### src/rtl/dps_pkg.sv
// Shared constants and types for the depth-first path search unit.
package dps_pkg;

  localparam int unsigned NODES   = 8;
  localparam int unsigned NODE_W  = 3;
  localparam int unsigned SCAN_W  = 4;
  localparam int unsigned DEPTH_W = 4;
  localparam int unsigned ADJ_W   = 64;
  localparam int unsigned BIT_W   = 6;

  typedef enum logic [1:0] {
    ST_IDLE,
    ST_SEARCH,
    ST_EMIT
  } state_e;

  // Outcome of one neighbor test by the shared edge unit.
  typedef struct packed {
    logic col_done;
    logic push;
    logic hit;
  } edge_res_t;

  // One result offered to the output register.
  typedef struct packed {
    logic              valid;
    logic [NODE_W-1:0] path_node;
    logic              found;
    logic              last;
  } emit_t;

endpackage

### src/rtl/dps_edge_unit.sv
// Shared neighbor test: edge lookup, visited check and target compare.
module dps_edge_unit (
  input  logic [dps_pkg::ADJ_W-1:0]  adj_i,
  input  logic [dps_pkg::NODES-1:0]  visited_i,
  input  logic [dps_pkg::NODE_W-1:0] node_i,
  input  logic [dps_pkg::SCAN_W-1:0] col_i,
  input  logic [dps_pkg::NODE_W-1:0] target_i,
  output dps_pkg::edge_res_t         res_o
);

  logic [dps_pkg::BIT_W-1:0] bit_idx;
  logic                      edge_bit;

  // The row-major bit index is node * NODES + col.
  assign bit_idx  = {node_i, col_i[dps_pkg::NODE_W-1:0]};
  assign edge_bit = adj_i[bit_idx];

  always_comb begin
    res_o.col_done = col_i[dps_pkg::SCAN_W-1];
    res_o.push     = !col_i[dps_pkg::SCAN_W-1] && edge_bit
                     && !visited_i[col_i[dps_pkg::NODE_W-1:0]];
    res_o.hit      = res_o.push && (col_i[dps_pkg::NODE_W-1:0] == target_i);
  end

endmodule

### src/rtl/dps_seq.sv
// Search sequencer: explicit stack, visited marks and path emission.
module dps_seq (
  input  logic                        clk_i,
  input  logic                        rst_ni,
  input  logic [dps_pkg::ADJ_W-1:0]   adj_i,
  input  logic                        in_valid_i,
  output logic                        in_ready_o,
  input  logic [dps_pkg::NODE_W-1:0]  start_i,
  input  logic [dps_pkg::NODE_W-1:0]  target_i,
  output dps_pkg::emit_t              item_o,
  input  logic                        take_i
);

  dps_pkg::state_e state_q, state_d;

  logic [dps_pkg::NODE_W-1:0]  stk_node_q [dps_pkg::NODES];
  logic [dps_pkg::SCAN_W-1:0]  stk_scan_q [dps_pkg::NODES];
  logic [dps_pkg::DEPTH_W-1:0] depth_q, depth_d;
  logic [dps_pkg::NODES-1:0]   visited_q, visited_d;
  logic [dps_pkg::NODE_W-1:0]  target_q, target_d;
  logic [dps_pkg::NODE_W-1:0]  emit_idx_q, emit_idx_d;
  logic                        found_q, found_d;

  logic [dps_pkg::NODE_W-1:0]  top_idx;
  logic [dps_pkg::NODE_W-1:0]  rd_idx;
  logic [dps_pkg::NODE_W-1:0]  rd_node;
  logic [dps_pkg::SCAN_W-1:0]  rd_scan;
  logic [dps_pkg::NODE_W-1:0]  push_idx;
  logic                        accept;
  logic                        emit_last;
  dps_pkg::edge_res_t          eres;

  // Stack write controls.
  logic                        wr_scan_en;
  logic                        wr_push_en;
  logic [dps_pkg::NODE_W-1:0]  wr_push_idx;
  logic [dps_pkg::NODE_W-1:0]  wr_push_node;

  assign in_ready_o = (state_q == dps_pkg::ST_IDLE);
  assign accept     = in_valid_i && in_ready_o;
  assign top_idx    = dps_pkg::NODE_W'(depth_q - 1'b1);
  assign push_idx   = depth_q[dps_pkg::NODE_W-1:0];
  assign rd_idx     = (state_q == dps_pkg::ST_EMIT) ? emit_idx_q : top_idx;
  assign rd_node    = stk_node_q[rd_idx];
  assign rd_scan    = stk_scan_q[rd_idx];
  assign emit_last  = !found_q || (emit_idx_q == '0);

  dps_edge_unit u_edge (
    .adj_i     (adj_i),
    .visited_i (visited_q),
    .node_i    (rd_node),
    .col_i     (rd_scan),
    .target_i  (target_q),
    .res_o     (eres)
  );

  always_comb begin
    item_o.valid     = (state_q == dps_pkg::ST_EMIT);
    item_o.path_node = found_q ? rd_node : '0;
    item_o.found     = found_q;
    item_o.last      = emit_last;
  end

  // Next state.
  always_comb begin
    state_d = state_q;
    case (state_q)
      dps_pkg::ST_IDLE: begin
        if (accept) begin
          state_d = (start_i == target_i) ? dps_pkg::ST_EMIT : dps_pkg::ST_SEARCH;
        end
      end
      dps_pkg::ST_SEARCH: begin
        if (eres.hit) begin
          state_d = dps_pkg::ST_EMIT;
        end else if (eres.col_done && depth_q == dps_pkg::DEPTH_W'(1)) begin
          state_d = dps_pkg::ST_EMIT;
        end
      end
      dps_pkg::ST_EMIT: begin
        if (take_i && emit_last) begin
          state_d = dps_pkg::ST_IDLE;
        end
      end
      default: state_d = dps_pkg::ST_IDLE;
    endcase
  end

  // Datapath controls.
  always_comb begin
    depth_d      = depth_q;
    visited_d    = visited_q;
    target_d     = target_q;
    emit_idx_d   = emit_idx_q;
    found_d      = found_q;
    wr_scan_en   = 1'b0;
    wr_push_en   = 1'b0;
    wr_push_idx  = push_idx;
    wr_push_node = rd_scan[dps_pkg::NODE_W-1:0];
    case (state_q)
      dps_pkg::ST_IDLE: begin
        if (accept) begin
          depth_d      = dps_pkg::DEPTH_W'(1);
          visited_d    = dps_pkg::NODES'(1) << start_i;
          target_d     = target_i;
          emit_idx_d   = '0;
          found_d      = (start_i == target_i);
          wr_push_en   = 1'b1;
          wr_push_idx  = '0;
          wr_push_node = start_i;
        end
      end
      dps_pkg::ST_SEARCH: begin
        if (eres.col_done) begin
          depth_d = depth_q - 1'b1;
          found_d = 1'b0;
        end else begin
          wr_scan_en = 1'b1;
          if (eres.push) begin
            wr_push_en = 1'b1;
            depth_d    = depth_q + 1'b1;
            visited_d  = visited_q | (dps_pkg::NODES'(1) << rd_scan[dps_pkg::NODE_W-1:0]);
            emit_idx_d = push_idx;
            found_d    = eres.hit;
          end
        end
      end
      dps_pkg::ST_EMIT: begin
        if (take_i && !emit_last) begin
          emit_idx_d = emit_idx_q - 1'b1;
        end
      end
      default: ;
    endcase
  end

  always_ff @(posedge clk_i or negedge rst_ni) begin
    if (!rst_ni) begin
      state_q    <= dps_pkg::ST_IDLE;
      depth_q    <= '0;
      visited_q  <= '0;
      found_q    <= 1'b0;
      emit_idx_q <= '0;
    end else begin
      state_q    <= state_d;
      depth_q    <= depth_d;
      visited_q  <= visited_d;
      found_q    <= found_d;
      emit_idx_q <= emit_idx_d;
    end
  end

  always_ff @(posedge clk_i) begin
    target_q <= target_d;
    if (wr_scan_en) begin
      stk_scan_q[top_idx] <= rd_scan + 1'b1;
    end
    if (wr_push_en) begin
      stk_node_q[wr_push_idx] <= wr_push_node;
      stk_scan_q[wr_push_idx] <= '0;
    end
  end

  a_depth_bound: assert property (@(posedge clk_i) disable iff (!rst_ni)
    depth_q <= dps_pkg::DEPTH_W'(dps_pkg::NODES))
    else $error("stack depth above node count");

  a_search_nonempty: assert property (@(posedge clk_i) disable iff (!rst_ni)
    (state_q == dps_pkg::ST_SEARCH) |-> (depth_q != '0))
    else $error("search running on an empty stack");

  a_start_marked: assert property (@(posedge clk_i) disable iff (!rst_ni)
    accept |=> (visited_q == (dps_pkg::NODES'(1) << $past(start_i))))
    else $error("start node not marked after request");

  a_last_ends: assert property (@(posedge clk_i) disable iff (!rst_ni)
    (item_o.valid && take_i && item_o.last) |=> (state_q == dps_pkg::ST_IDLE))
    else $error("query did not end after last result");

  a_emit_in_stack: assert property (@(posedge clk_i) disable iff (!rst_ni)
    (item_o.valid && found_q) |-> (emit_idx_q < depth_q))
    else $error("emit index outside the stack");

endmodule

### src/rtl/dfs_path_search_unit.sv
// Top level of the depth-first path search unit: ports, register and output stage.
//
// Channel   | Direction | Contents
// ----------+-----------+-----------------------------------------------------
// s_axis    | in        | one request: start node and target node
// m_axis    | out       | path nodes, target first, start last; tlast on final
// APB       | in/out    | register 0 at byte address 0: adjacency_bits (64 bit)
//
// A request is loaded, then the search loop runs its neighbor tests and stack pops,
// with the shared edge unit testing one matrix cell per cycle, and then the results
// are emitted as the output register takes them.
// Reset clears the sequencer, the visited marks and the adjacency register.
// The output register lets a new request enter while the last result waits, and
// a stalled m_axis holds the search in its emit phase until results are taken.
module dfs_path_search_unit (
  input  logic        clk_i,
  input  logic        rst_ni,
  // APB-style configuration port.
  input  logic        psel,
  input  logic        penable,
  input  logic        pwrite,
  input  logic [3:0]  paddr,
  input  logic [63:0] pwdata,
  output logic [63:0] prdata,
  output logic        pready,
  // Request stream.
  input  logic        s_axis_tvalid,
  output logic        s_axis_tready,
  input  logic [7:0]  s_axis_tdata,   // [2:0] start_node, [5:3] target_node, [7:6] zero
  // Result stream.
  output logic        m_axis_tvalid,
  input  logic        m_axis_tready,
  output logic [7:0]  m_axis_tdata,   // [2:0] path_node, [7:3] zero
  output logic        m_axis_tuser,   // [0] found
  output logic        m_axis_tlast
);

  logic [dps_pkg::ADJ_W-1:0]  adj_q;
  logic                       cfg_wr;
  logic                       reg_sel;

  dps_pkg::emit_t             item;
  logic                       take;
  logic                       out_valid_q, out_valid_d;
  logic [dps_pkg::NODE_W-1:0] out_node_q;
  logic                       out_found_q;
  logic                       out_last_q;

  // Only register 0 exists; other addresses read as zero and ignore writes.
  assign pready  = 1'b1;
  assign reg_sel = (paddr == 4'd0);
  assign cfg_wr  = psel && penable && pwrite && pready && reg_sel;
  assign prdata  = reg_sel ? adj_q : '0;

  always_ff @(posedge clk_i or negedge rst_ni) begin
    if (!rst_ni) begin
      adj_q <= '0;
    end else if (cfg_wr) begin
      adj_q <= pwdata;
    end
  end

  dps_seq u_seq (
    .clk_i      (clk_i),
    .rst_ni     (rst_ni),
    .adj_i      (adj_q),
    .in_valid_i (s_axis_tvalid),
    .in_ready_o (s_axis_tready),
    .start_i    (s_axis_tdata[2:0]),
    .target_i   (s_axis_tdata[5:3]),
    .item_o     (item),
    .take_i     (take)
  );

  // The output register loads whenever it is empty or being drained.
  assign take        = item.valid && (!out_valid_q || m_axis_tready);
  assign out_valid_d = take || (out_valid_q && !m_axis_tready);

  always_ff @(posedge clk_i or negedge rst_ni) begin
    if (!rst_ni) begin
      out_valid_q <= 1'b0;
    end else begin
      out_valid_q <= out_valid_d;
    end
  end

  always_ff @(posedge clk_i) begin
    if (take) begin
      out_node_q  <= item.path_node;
      out_found_q <= item.found;
      out_last_q  <= item.last;
    end
  end

  assign m_axis_tvalid = out_valid_q;
  assign m_axis_tdata  = {5'b0, out_node_q};
  assign m_axis_tuser  = out_found_q;
  assign m_axis_tlast  = out_last_q;

endmodule
### config.mk
export PLATFORM = sky130hd
export DESIGN_NAME = dfs_path_search_unit
export DESIGN_NICKNAME = d
export VERILOG_FILES = /design/src/rtl/dps_pkg.sv /design/src/rtl/dps_edge_unit.sv /design/src/rtl/dps_seq.sv /design/src/rtl/dfs_path_search_unit.sv
export SDC_FILE = /design/constraint.sdc
export NUM_CORES = 1
export LEC_CHECK = 0
export BUFFER_PORTS_ARGS = -buffer_cell sky130_fd_sc_hd__buf_2
export CAP_MARGIN = 25
export CORE_MARGIN = 2
export CORE_UTILIZATION = 59
export CTS_BUF_LIST = sky130_fd_sc_hd__clkbuf_16
export DETAILED_ROUTE_END_ITERATION = 6
export PLACE_DENSITY = 0.84
export SYNTH_ARGS = -nofsm -noshare
export SYNTH_HDL_FRONTEND = slang
export SYNTH_SLANG_ARGS = --single-unit
export TNS_END_PERCENT = 10
### constraint.sdc
create_clock -name clk_i -period 7.8 [get_ports clk_i]
set_input_delay 1.17 -clock clk_i [delete_from_list [all_inputs] [get_ports clk_i]]
set_output_delay 1.17 -clock clk_i [all_outputs]
set_load 0.01 [all_outputs]
==> run_results.csv, run 1 <==
group,metric,value,unit
run_status,outcome,"finished, final reports clean",
clock_tree,holdBufCountCts,0,
placement,port_buffers,151,
power,power_per_cell_area,504,mW/mm2
worst_hold_path,min_path_type,"register to register",
routing,firstDrtPassIters,5,
power,ir_worst_vdd,0.471,mV
routing,detail_route.wl_per_cell,19.4,um
setup_path,setup.worst_path.class,"register to register",
clock_tree,cts_tree,"yes",
power,seqPwrFrac,23.4,%
floorplanning,die_h,122,um
power,swShare,49.2,%
setup_path,critPathCaptureType,"register",
clock_tree,clock-root-buffer,"clkbuf_16",
timing,achievable-frequency,0.173,GHz
timing,rsz0062_at_grt,"no",
setup_path,crit_slowest_cell,"a31oi_1",
yosys,yosys.cell_types.count,68,
floorplanning,design.die.area,0.0150,mm2
yosys,post_synth_main_area_contributors,"dfrtp_1, edfxtp_1, mux2_2, dfxtp_1, mux2i_1",
floorplanning,chipWidth,122,um
power,power.clock.fraction,17.7,%
setup_path,critical_path.max_stage_delay,0.81,ns
power,combPwrFrac,58.9,%
routing,highest_layer,"met4",
power,cellLeakagePower,4.48,nW
yosys,yosys.area.top_type_share,25.1,%
floorplanning,coreArea,0.0138,mm2
clock_tree,clk_transition_reported_paths,0.06,ns
routing,wl_met3,2.16,mm
clock_tree,cts-root-to-sink-buffers,2,
clock_tree,worstSkewPairLatency,0.44,ns
placement,finalWeightedCongestion,0.895,
routing,routed-wl-met2,10.5,mm
power,internal_power,2.47,mW
clock_tree,cts-buffers-inserted,17,
cells_and_area,post-route-util,70.2,%
routing,dr.first_iter.drc_count,618,
yosys,synth-main-ff-cell,"dfrtp_1",
setup_path,cp_cell_sequence,"clkinv_1 -> ha_1 -> xnor2_1 -> o22ai_1 -> nand3_1 -> and4_1 -> inv_2 -> mux4_2 -> o32ai_1 -> o311ai_1 -> a31oi_1 -> nand4_1 -> nand2_1",
routing,avgViaCountPerCell,6.28,
yosys,synth.cells.most_frequent,"dfrtp_1, and2_1, nand2_1",
timing,min_period_over_period,74.0,%
yosys,synth.most_common_cell,"dfrtp_1",
routing,postRouteAntennaNets,0,
routing,postRouteWirelength,22.3,mm
global_route,grt_start_max_net_pins,66,
yosys,synthesis.yosys.warnings,0,
clock_tree,h-tree-depth,4,
global_route,gr-total-overflow,0,
timing,worstMarginPinSlew,1.07,ns
yosys,fraction_of_registers_with_async_set_reset,56.5,%
timing,hold_slack,0.489,ns
cells_and_area,final_nets,1053,
timing,setup_viol_count_final,0,
clock_tree,clock-sinks,147,
routing,wirelength_met1,8.86,mm
setup_path,startpoint_type,"register",
timing,final.min_clock_period,5.77,ns
timing,slew_violations,0,
timing,max_slew_margin,28.4,%
global_route,grt_first_pass_wirelength,35.4,mm
global_route,track_usage,30.7,%
clock_tree,post_cts_resize_count,0,
routing,drc_errors,0,
setup_path,crit_arrival,5.90,ns
global_route,number_of_antenna_violations_at_the_first_check_in_global_routing,0,
yosys,yosys.area.top_type,"dfrtp_1",
timing,setup_tns,0,ns
power,p_sw,2.40,mW
timing,final_hold_viol_count,0,
floorplanning,initial_utilization,60.1,%
timing,fin_worst_skew,0.00802,ns
yosys,synthesis.area,0.00828,mm2
setup_path,cp_top_family,"simple AND/OR/NAND/NOR gates",
yosys,synth.ff_latch_count,147,
cells_and_area,layout_cell_share_with_drive_strength_beyond_1,27.4,%
global_route,grt_pass1_vias,6933,
setup_path,crit_required,7.93,ns
run,drv.max_cap_violation_count,0,
setup_path,crit_path_max_fanout,21,
floorplanning,io_pins,160,
placement,dp.final_hpwl,15.1,mm
cells_and_area,layout-area-overhead-vs-synth,16.8,%
cells_and_area,antenna_cells,0,
setup_path,timing.critical_path.buf_inv,2,
floorplanning,floorplan.rows,43,
yosys,syn_inst,832,
yosys,synth_edf_count,32,
routing,detailroute.via_count,7199,
clock_tree,post_cts_buffers,0,
yosys,synthesis.area_per_instance,9.95,um2
yosys,yosysSeqAreaShare,44.4,%
-- layout make-up --
type | instances | area, um2
Sequential cell | 147 | 3680
Clock buffer | 18 | 450
Tap cell | 180 | 225
Timing Repair Buffer | 163 | 848
Clock inverter | 13 | 164
Inverter | 32 | 123
Multi-Input combinational cell | 593 | 4190
Fill cell | 1034 | 4100
-- metrics by stage --
stage,power [mW],cell area (um2),worst slack [ns],std cells
after global placement,3.85,9050,2.34,1113
final,4.87,9680,2.03,1146
after detailed placement,3.90,9050,2.31,1114
after floorplan,3.28,8300,3.83,836
after CTS,4.79,9670,2.21,1145
after global routing,5.13,9680,1.78,1146
-- final timing paths --
check | startpoint | end | slack, ns | cells after the start
min reg2reg | u_seq.found_q$_DFFE_PN0P_ | m_axis_tuser$_DFFE_PP_ | 0.49 | 0
max reg2reg | u_seq.depth_q[0]$_DFFE_PN0P_ | u_seq.stk_node_q[0][1]$_DFFE_PP_ | 2.03 | 13
max in group asynchronous | rst_ni | adj_q[0]$_DFFE_PN0P_ | 6.14 | 2
min | u_seq.found_q$_DFFE_PN0P_ | m_axis_tuser$_DFFE_PP_ | 0.49 | 0
min in group asynchronous | rst_ni | adj_q[28]$_DFFE_PN0P_ | 0.72 | 1
max | u_seq.depth_q[0]$_DFFE_PN0P_ | u_seq.stk_node_q[0][1]$_DFFE_PP_ | 2.03 | 13
-- cells in the final DEF (no fill, tap or decap), types with 7 or more instances in the layout --
master / synthesis / routed
o21ai_0: 40 / 40
nand2b_1: 9 / 9
nand3_1: 38 / 38
a211oi_1: 14 / 14
and2_1: 70 / 70
a31oi_1: 31 / 31
inv_1: 27 / 29
dfrtp_1: 83 / 83
a41oi_1: 15 / 15
mux2_2: 57 / 57
dfxtp_1: 32 / 32
buf_4: 8 / 12
nor2_1: 41 / 41
a21oi_1: 11 / 11
o22ai_1: 7 / 7
mux2i_1: 51 / 51
ha_1: 16 / 16
and3_1: 11 / 11
nor3_1: 15 / 15
clkbuf_16: 0 / 18
buf_2: 12 / 150
nand2_1: 66 / 66
edfxtp_1: 32 / 32
-- worst reg2reg max path: stages, from the launching register on --
cell      delay [ns]
dfrtp_1         0.52
clkinv_1        0.26
ha_1            0.35
xnor2_1         0.49
o22ai_1         0.28
nand3_1         0.26
and4_1          0.71
inv_2           0.42
mux4_2          0.38
o32ai_1         0.16
o311ai_1        0.16
a31oi_1         0.81
nand4_1         0.39
nand2_1         0.28
-- power by group through the flow --
stage	registers, mW	logic (mW)	clock network (mW)
2_1_floorplan	1.11	2.17	0
3_3_place_gp	1.14	2.71	0
3_5_place_dp	1.15	2.76	0
4_1_cts	1.14	2.79	0.864
5_1_grt	1.16	3.07	0.902
6_report	1.14	2.87	0.865
-- routing by layer --
metal | track usage (%) | up-vias
li1 | - | 3280
met2 | 48.3 | 374
met1 | 39.5 | 3465
met3 | 8.92 | 80
met4 | 13.9 | 0
met5 | 0 | -
-- logic make-up after synthesis --
| kind of cell | share of synthesized area, % |
|---|---|
| multiplexers | 14.7 |
| flip-flops | 44.4 |
| AO/OA/AOI/OAI | 14.8 |
| adder cells (fa/ha/maj) | 2.42 |
| other | 0.0907 |
| XOR/XNOR | 0.937 |
| AND/OR/NAND/NOR | 17.3 |
| buffers and inverters | 5.29 |
-- state kept, by name, summed over array words and instances, names as in the netlist, 2 cells and up --
name	flops
adj_q	64
u_seq.stk_scan_q	32
u_seq.stk_node_q	24
u_seq.visited_q	8
u_seq.depth_q	4
out_node_q	3
u_seq.emit_idx_q	3
u_seq.target_q	3
u_seq.state_q	2
No activity file was read; power rests on OpenSTA's default activity.
==> run 2, diff against run 1 <==
Settings changed: CORE_UTILIZATION 59 to 51, PLACE_DENSITY 0.84 to 0.77.
Clock period 7.8 ns to 4.9 ns, I/O delays scaled along.
==> run_results.csv, run 2 (synthesis gave the netlist of run 1 again) <==
group,metric,value,unit
cells_and_area,final_nets,1078,
clock_tree,clk_transition_reported_paths,0.06,ns
global_route,grt_start_max_net_pins,80,
timing,final_hold_viol_count,0,
timing,setup_slack,0.297,ns
cells_and_area,layout-area-overhead-vs-synth,20.0,%
power,power_per_cell_area,839,mW/mm2
clock_tree,clock-sinks,147,
floorplanning,initial_utilization,52.1,%
setup_path,cp_common_cell,"buf_4",
timing,rsz0062_at_grt,"no",
worst_hold_path,min_path_type,"input port to async pin",
cells_and_area,final_common_cell,"buf_2",
global_route,grt_first_pass_wirelength,36.4,mm
timing,setup_tns,0,ns
setup_path,critPathCaptureType,"register",
clock_tree,cts_tree,"yes",
floorplanning,floorplan.rows,46,
run_status,outcome,"finished, final reports clean",
routing,dr.first_iter.drc_count,621,
clock_tree,worstSkewPairLatency,0.44,ns
timing,min_period_over_period,93.9,%
placement,port_buffers,151,
placement,placement.cell_area,0.00933,mm2
timing,slew_violations,0,
setup_path,crit_start,"u_seq.state_q[0]$_DFFE_PN0P_",
cells_and_area,largest-register,"adj_q",
timing,achievable-frequency,0.217,GHz
setup_path,crit_path_max_fanout,15,
setup_path,cp-endpoint,"u_seq.found_q$_DFFE_PN0P_",
routing,postRouteWirelength,22.6,mm
global_route,track_usage,26.3,%
cells_and_area,nFillCells,1292,
run,drv.max_cap_violation_count,0,
setup_path,worstRegToRegCells,15,
timing,fin_worst_skew,0.00915,ns
cells_and_area,largest_register_ffs,64,
cells_and_area,antenna_cells,0,
global_route,grt_pass1_vias,7075,
power,ir_worst_vdd,0.480,mV
placement,dp.cells,1176,
setup_path,cp_top_family,"simple AND/OR/NAND/NOR gates",
routing,drc_errors,0,
setup_path,crit_arrival,4.94,ns
timing,setup_viol_count_final,0,
clock_tree,cts-root-to-sink-buffers,2,
timing,final.min_clock_period,4.60,ns
cells_and_area,final_cell_mix,"buf_2, dfrtp_1, and2_1",
routing,avgViaCountPerCell,6.00,
clock_tree,post_cts_buffers,0,
placement,finalWeightedCongestion,0.961,
timing,worstMarginPinSlew,0.845,ns
timing,max_slew_margin,43.0,%
cells_and_area,finalNonFillerCells,1208,
clock_tree,clock-root-buffer,"clkbuf_16",
floorplanning,chipWidth,131,um
setup_path,r2r_setup_slack,0.30,ns
global_route,gr-total-overflow,0,
setup_path,setup.worst_path.class,"register to register",
setup_path,critical_path.max_stage_delay,0.54,ns
cells_and_area,layout_cell_share_with_drive_strength_beyond_1,29.4,%
placement,post-place-ws,0.351,ns
floorplanning,die_h,131,um
setup_path,cp_cell_sequence,"inv_1 -> ha_1 -> nand2b_1 -> o22ai_1 -> nand3_1 -> and4_1 -> inv_2 -> buf_4 -> mux2i_1 -> a2111oi_0 -> nor4_1 -> a31o_2 -> buf_4 -> or4_1 -> o311ai_2",
floorplanning,design.die.area,0.0173,mm2
setup_path,startpoint_type,"register",
floorplanning,io_pins,160,
setup_path,crit_cells,15,
global_route,number_of_antenna_violations_at_the_first_check_in_global_routing,0,
cells_and_area,layout.cell_area.non_filler,0.00994,mm2
placement,dp.final_hpwl,16.1,mm
clock_tree,cts-buffers-inserted,17,
routing,detail_route.wl_per_cell,18.7,um
floorplanning,coreArea,0.0159,mm2
setup_path,crit_slowest_cell,"or4_1",
clock_tree,h-tree-depth,4,
routing,detailroute.via_count,7242,
setup_path,crit_required,5.23,ns
setup_path,timing.critical_path.buf_inv,4,
cells_and_area,layout_top_registers,"adj_q x64, u_seq.stk_scan_q x32, u_seq.stk_node_q x24",
routing,firstDrtPassIters,7,
power,cellLeakagePower,4.61,nW
setup_path,reg2reg_to,"u_seq.found_q$_DFFE_PN0P_",
cells_and_area,post-route-util,62.6,%
routing,postRouteAntennaNets,0,
setup_path,regToRegStartpoint,"u_seq.state_q[0]$_DFFE_PN0P_",
## run 2: cell count changes in the layout (fill, tap and decap cells not counted), sizes merged
cell,previous run,this run
buf,162,188
bufinv,4,1
clkinv,5,6
clkinvlp,1,2
inv,35,36
## run 2: through the flow
stage	hold WS, ns	total power [mW]
global placement	0.465	6.80
global route	0.304	8.79
floorplan	0.439	5.22
detailed placement	0.471	6.89
finish	0.263	8.34
CTS	0.277	8.19
## run 2: worst min path at each step
stage                                    startpoint                      to  cells past startpoint
after CTS                                    rst_ni   adj_q[14]$_DFFE_PN0P_                      1
after detailed placement  u_seq.found_q$_DFFE_PN0P_  m_axis_tuser$_DFFE_PP_                      0
final                                        rst_ni   adj_q[14]$_DFFE_PN0P_                      1
after global routing                         rst_ni   adj_q[59]$_DFFE_PN0P_                      1
after floorplan                              rst_ni    adj_q[0]$_DFFE_PN0P_                      0
after global placement    u_seq.found_q$_DFFE_PN0P_  m_axis_tuser$_DFFE_PP_                      0
## run 2: worst reg2reg max path, cell delays in order (launching register included)
cell	delay, ns
dfrtp_1	0.43
inv_1	0.17
ha_1	0.41
nand2b_1	0.18
o22ai_1	0.36
nand3_1	0.30
and4_1	0.32
inv_2	0.15
buf_4	0.28
mux2i_1	0.14
a2111oi_0	0.51
nor4_1	0.18
a31o_2	0.29
buf_4	0.16
or4_1	0.54
o311ai_2	0.10
## run 2: power breakdown
group          total, mW  internal [mW]  switching, mW
clock               1.28          0.755          0.524
combinational       5.26           1.94           3.32
sequential          1.81           1.63          0.179
total               8.34           4.32           4.02
## run 2: cell type report
cell class | instances | area (um2) | share of cell area [%]
sequential | 147 | 3680 | 37.0
clock buffer | 19 | 475 | 4.78
clock inverter | 13 | 109 | 1.10
tap | 216 | 270 | 2.72
multi-input combinational | 593 | 4210 | 42.4
inverter | 32 | 123 | 1.23
timing repair buffer | 188 | 1070 | 10.8
## run 2: repair_timing
action | CTS | global route
hold buffers | 0 | 0
gates resized for setup | 0 | 3
endpoints found under the setup margin | 0 | 5
## run 2: routing by layer
layer,routed length (um),GRT usage [%],share of wire (%)
met1,9220,33.3,41
met2,10700,42.2,47
met3,2050,7.37,9.1
met4,670,11.5,3.0
met5,0,0,0
